`config.mk`:
```
export PLATFORM = sky130hd
export DESIGN_NAME = ncs_ctrl
export DESIGN_NICKNAME = d
export VERILOG_FILES = /design/src/design/ncs_pkg.sv /design/src/design/ncs_ctrl.sv
export SDC_FILE = /design/constraint.sdc
export NUM_CORES = 1
export LEC_CHECK = 0
export ABC_AREA = 1
export BUFFER_PORTS_ARGS = -buffer_cell sky130_fd_sc_hd__buf_2
export CORE_AREA = 10 10 47 49
export CTS_BUF_LIST = sky130_fd_sc_hd__clkbuf_4 sky130_fd_sc_hd__clkbuf_8 sky130_fd_sc_hd__clkbuf_16
export CTS_CLUSTER_SIZE = 24
export DETAILED_ROUTE_END_ITERATION = 12
export DIE_AREA = 0 0 57 59
export PLACE_DENSITY = 0.38
export SETUP_SLACK_MARGIN = 0.4
export SLEW_MARGIN = 0
export SYNTH_ARGS = -nofsm -noshare
export SYNTH_HDL_FRONTEND = slang
export SYNTH_SLANG_ARGS = --single-unit
```
`constraint.sdc`:
```
create_clock -name clock -period 1.26 [get_ports clock]
set_clock_uncertainty 0.2 [all_clocks]
set_input_delay 0.126 -clock clock [delete_from_list [all_inputs] [get_ports clock]]
set_output_delay 0.126 -clock clock [all_outputs]
set_load 0.02 [all_outputs]
```
`src/design/ncs_pkg.sv`:
```
// ----------------------------------------------------------------------------
// ncs_pkg
// Shared constants, codes and controller/datapath types for the nearest
// colour search block.
// ----------------------------------------------------------------------------
package ncs_pkg;

   // Store geometry
   localparam int STORE_DEPTH = 1024;
   localparam int ADDR_W      = $clog2(STORE_DEPTH);
   localparam int CNT_W       = $clog2(STORE_DEPTH + 1);

   // Field widths
   localparam int CHAN_W   = 8;
   localparam int PIX_W    = 3 * CHAN_W;
   localparam int INDEX_W  = 10;
   localparam int LB_W     = 11;
   localparam int POS_W    = 10;
   localparam int DIST_W   = 10;
   localparam int ENTRY_W  = 11;

   // Configuration port
   localparam int CSR_ADDR_W = 3;
   localparam int CSR_DATA_W = 32;
   localparam logic REG_ENTRIES_IN_USE = 1'b0;

   // Operation codes
   localparam logic OP_WRITE = 1'b0;
   localparam logic OP_QUERY = 1'b1;

   // Controller to datapath commands
   typedef struct packed {
      logic write;   // store the incoming entry
      logic start;   // latch query and set up scan
      logic step;    // issue one store read and advance
      logic finish;  // move the best match into the result register
   } ncs_cmd_type;

   // Datapath to controller status
   typedef struct packed {
      logic scan_more;  // entries left in the search range
      logic out_free;   // result register can take a new transaction
   } ncs_status_type;

   // Absolute difference of two colour channels
   function automatic logic [CHAN_W-1:0] chan_diff(input logic [CHAN_W-1:0] a,
                                                   input logic [CHAN_W-1:0] b);
      logic [CHAN_W-1:0] d;
      d = (a > b) ? (a - b) : (b - a);
      return d;
   endfunction

endpackage

```
`src/design/ncs_ctrl.sv`:
```
// ----------------------------------------------------------------------------
// ncs_ctrl
// Sequencer for the nearest colour search: takes requests, walks the scan
// and hands the result to the output register.
// ----------------------------------------------------------------------------
module ncs_ctrl (
   input  logic                    clock,
   input  logic                    reset,
   input  logic                    req_valid,
   input  logic                    req_op,
   output logic                    req_ready,
   input  ncs_pkg::ncs_status_type status,
   output ncs_pkg::ncs_cmd_type    cmd
);
   import ncs_pkg::*;

   localparam logic [1:0] ST_IDLE = 2'd0;
   localparam logic [1:0] ST_SCAN = 2'd1;
   localparam logic [1:0] ST_DONE = 2'd2;

   logic [1:0] state_ff;
   logic [1:0] state_in;

   // Decode next state and commands
   always_comb begin
      state_in  = state_ff;
      req_ready = 1'b0;
      cmd       = '0;
      unique case (state_ff)
         ST_IDLE: begin
            req_ready = 1'b1;
            if (req_valid) begin
               if (req_op == OP_WRITE) begin
                  cmd.write = 1'b1;
               end else begin
                  cmd.start = 1'b1;
                  state_in  = ST_SCAN;
               end
            end
         end
         ST_SCAN: begin
            if (status.scan_more) begin
               cmd.step = 1'b1;
            end else begin
               state_in = ST_DONE;
            end
         end
         ST_DONE: begin
            if (status.out_free) begin
               cmd.finish = 1'b1;
               state_in   = ST_IDLE;
            end
         end
         default: begin
            state_in = ST_IDLE;
         end
      endcase
   end

   // Hold state
   always_ff @(posedge clock) begin
      if (reset) begin
         state_ff <= ST_IDLE;
      end else begin
         state_ff <= state_in;
      end
   end

endmodule

```
# Yosys cells after proc, flatten, opt, wreduce, memory -nomap -nowiden
# Index checks and enable logic that the tools add are counted.
classes:
  muxes: 14
  eq_ne: 6
  reduce_logical: 2
op_table:
  columns: ["cell", "count"]
  rows:
  - ["$mux 2", 6]
  - ["$ne 2x2->1 const B", 4]
  - ["$mux 1", 7]
  - ["$pmux 2 s3", 1]
  - ["$reduce_and 4->1", 1]
  - ["$eq 2x1->1 const B", 1]
  - ["$eq 2x2->1 const B", 1]
  - ["$logic_not 2->1", 1]
totals:
  inputBits: 6
  ff_bits: 2
  wordCells: 23
  output_inout_bits: 5

# Depth between registers and ports, before layout
depth:
  ltp_word: 3
  mapped_depth: 4
  ltp_nobuf: 4

# Worst setup path before layout
# OpenSTA, ideal clock, no wires.
synth_path:
  kind: "register to output"
  startpoint: "register state_ff[0]"
  endpoint: "output port cmd[3] in the netlist's numbering"
  setup_slack_ps: -42
  path_buffers: 0
  required_time_ps: 934
  arrival_ps: 976
  path_stages_with_launch: 4
  path_cell_list: "dfxtp_1 > nor2_2 > nand2_1 > nor2_1"
synth_rtl:
  columns: ["item", "line", "source"]
  rows:
  - ["start, declared", "ncs_ctrl.sv:21", "logic [1:0] state_ff;"]
  - ["start signal, assigned", "ncs_ctrl.sv:65", "state_ff <= state_in;"]
  - ["end, declared", "ncs_ctrl.sv:13", "output ncs_pkg::ncs_cmd_type cmd"]

==> impl_metrics.py <==
metrics = {
    "pwr": {
        "finalPower_w": 0.0002795,
        "p_leak_nw": 0.1428,
        "power_density_mw_per_mm2": 979.9,
        "max-vdd-ir-drop_mv": 0.3514,
    },
    "hold_path": {
        "whs_path_depth": 2,
        "min_path_type": "primary input to flop",
    },
    "place": {
        "gp_congestion": 0.5959,
        "io_buffers": 10,
        "placed_area_um2": 220.2,
    },
    "die": {
        "io-pin-count": 11,
        "die_h_um": 59,
        "start_util_pct": 8.750,
        "rows": 14,
        "dieArea_mm2": 0.003363,
        "core_area_mm2": 0.001401,
        "chipWidth_um": 57,
    },
    "sta": {
        "max_slew_margin_pct": 92.18,
        "rsz0062_at_grt": "yes",
        "worst_pin_slew_ps": 116.6,
        "fmax_mhz": 761.9,
        "hold_slack_ps": -134.8,
        "setup_ws_ps": -52.57,
        "fin_crit_sh_pct": 104.2,
        "period_minus_slack_ps": 1313,
        "finalHoldViolations": 2,
        "finalMaxSlewViolations": 0,
        "tns_ps": -98.34,
        "setup_viol": 3,
    },
    "cells_and_area": {
        "regMostFlops": "state_ff",
        "drive_gt1_share_pct": 78.79,
        "n_antenna_cell": 0,
        "largest_reg_flops": 2,
        "fin_area_um2": 285.3,
        "utilization_pct": 20.36,
        "top_regs": "state_ff (2)",
        "fin_nets": 41,
        "synthToLayoutAreaGrowth_pct": 132.7,
    },
    "global_route": {
        "grt_pass1_wl_um": 821,
        "grt_use_total_pct": 3.545,
        "grt_max_degree": 6,
        "antenna_found_initial": 0,
        "first_global_vias": 169,
        "grt_overflow": 0,
    },
    "yosys": {
        "synth-adder-area-share_pct": 0,
        "syn_area_per_cell_um2": 6.454,
        "yosysSeqAreaShare_pct": 32.65,
        "synth-simple-area-share_pct": 37.76,
        "synthMuxAreaShare_pct": 0,
        "syn_area_um2": 122.6,
        "yosysUniqueCellTypes": 11,
        "yosysWarnings": 0,
        "syn_inst": 19,
        "syn_nets": 25,
        "synth-xor-area-share_pct": 0,
        "synth_compound_area_share_pct": 11.22,
        "synth_top_family_by_area": "simple AND/OR/NAND/NOR gates",
        "ys_ff_latch": 2,
    },
    "cts": {
        "cts_tree": "done",
        "ctsRootBufferMaster": "clkbuf_4",
        "ctsHtreeMaxLevel": 1,
        "path_clk_slew_ps": 30,
        "clk_latency_ps": 220,
        "cts.path.max_buffers": 2,
        "clock-sinks": 2,
        "numCtsBuffers": 3,
    },
    "setup_path": {
        "cp_slowest_cell": "dfxtp_4",
        "path_delay_family": "flip-flops",
        "path_common_cell": "nor2_4",
        "crit_required_ps": 930,
        "ff2ff_path_depth": 3,
        "worst-setup-path-type": "flop to output pin",
        "arrival_ps": 990,
        "end_kind": "output pin",
        "slowest_delay_ps": 360,
        "timing.critical_path.buf_inv": 1,
        "critPathLaunchType": "flop",
        "crit_fanout": 5,
        "cp_cell_sequence": "nor2_4 -> nand2_2 -> nor2_4 -> buf_6",
        "cp.depth": 4,
    },
    "detailed_routing": {
        "drt_first_iter_violations": 2,
        "vias_per_cell": 3.224,
        "firstDrtPassIters": 2,
        "antenna_left": 0,
        "wire_per_inst_um": 9.490,
        "vias": 158,
        "post-route-drc-count": 0,
        "routed_wl_um": 465,
    },
    "flow_run": {
        "drv_cap": 0,
    },
    "status": {
        "outcome": "finished with violations",
        "failed_checks": "hold timing, setup timing",
    },
}
## final cells by class
cell class | instances | area (µm²)
Tap cell | 16 | 20.02
Sequential cell | 2 | 47.55
Inverter | 6 | 25.02
Timing Repair Buffer | 11 | 85.08
Clock buffer | 3 | 22.52
Fill cell | 169 | 1116
Multi-Input combinational cell | 11 | 85.08
## through the flow
step / instances / setup slack (ps)
after floorplan: 19 / 162.7
after global placement: 45 / 158.7
after detailed placement: 45 / 154.1
after CTS: 48 / -58.29
after global routing: 49 / -120.5
final: 49 / -52.57
## logic make-up after synthesis
group / count (synthesis)
and+or+nand+nor: 9
buffers and inverters: 6
DFF: 2
AOI/OAI and AO/OA: 2
## power breakdown
group | internal (W) | switching (W) | leakage (nW)
logic | 0.0000338 | 0.0000349 | 0.111
clock network | 0.000105 | 0.0000358 | 0.0138
registers | 0.0000646 | 0.00000540 | 0.0178
total | 0.000203 | 0.0000761 | 0.143
## path summary, 6_finish.rpt
path | from | to | slack, ps
max | state_ff[0] | cmd[3] | -50
min | reset | state_ff[0] | -130
max reg2reg | state_ff[0] | state_ff[0] | 300
min reg2reg | state_ff[1] | state_ff[1] | 340
## routing by layer
metal / track usage (%) / vias to the layer above / part of all wire, % / wire length, µm
met5: 0 / - / 0 / 0
met4: 4.027 / 0 / 0 / 0
met3: 4.292 / 0 / 16 / 74
met2: 2.326 / 11 / 25 / 118
met1: 4.162 / 61 / 58 / 272
li1: - / 86 / - / -
## placed cells by master, fill, tap and decap left out, types with 2 or more instances in the layout
master,netlist,routed
buf_2,0,5
buf_6,0,4
inv_1,6,3
clkbuf_4,0,3
nor2_4,0,2
nand2_2,1,2
inv_2,0,2
buf_4,0,2
dfxtp_4,0,2
## cells in the mapped netlist (all sizes together)
library cell	number	area, µm²
a21oi	2	13.76
dfxtp	2	40.04
inv	6	22.52
nand2	3	13.77
nand3	2	10.01
nand3b	1	7.510
nor2	2	10.01
nor3	1	5.000
## repair_timing
action	CTS	global route
hold endpoints to repair	2	2
resized for setup	11	2
pin swaps	4	1
setup buffers	0	1
cloned	0	0
endpoints found under the setup margin	7	7
No activity file was read; power rests on OpenSTA's default activity.
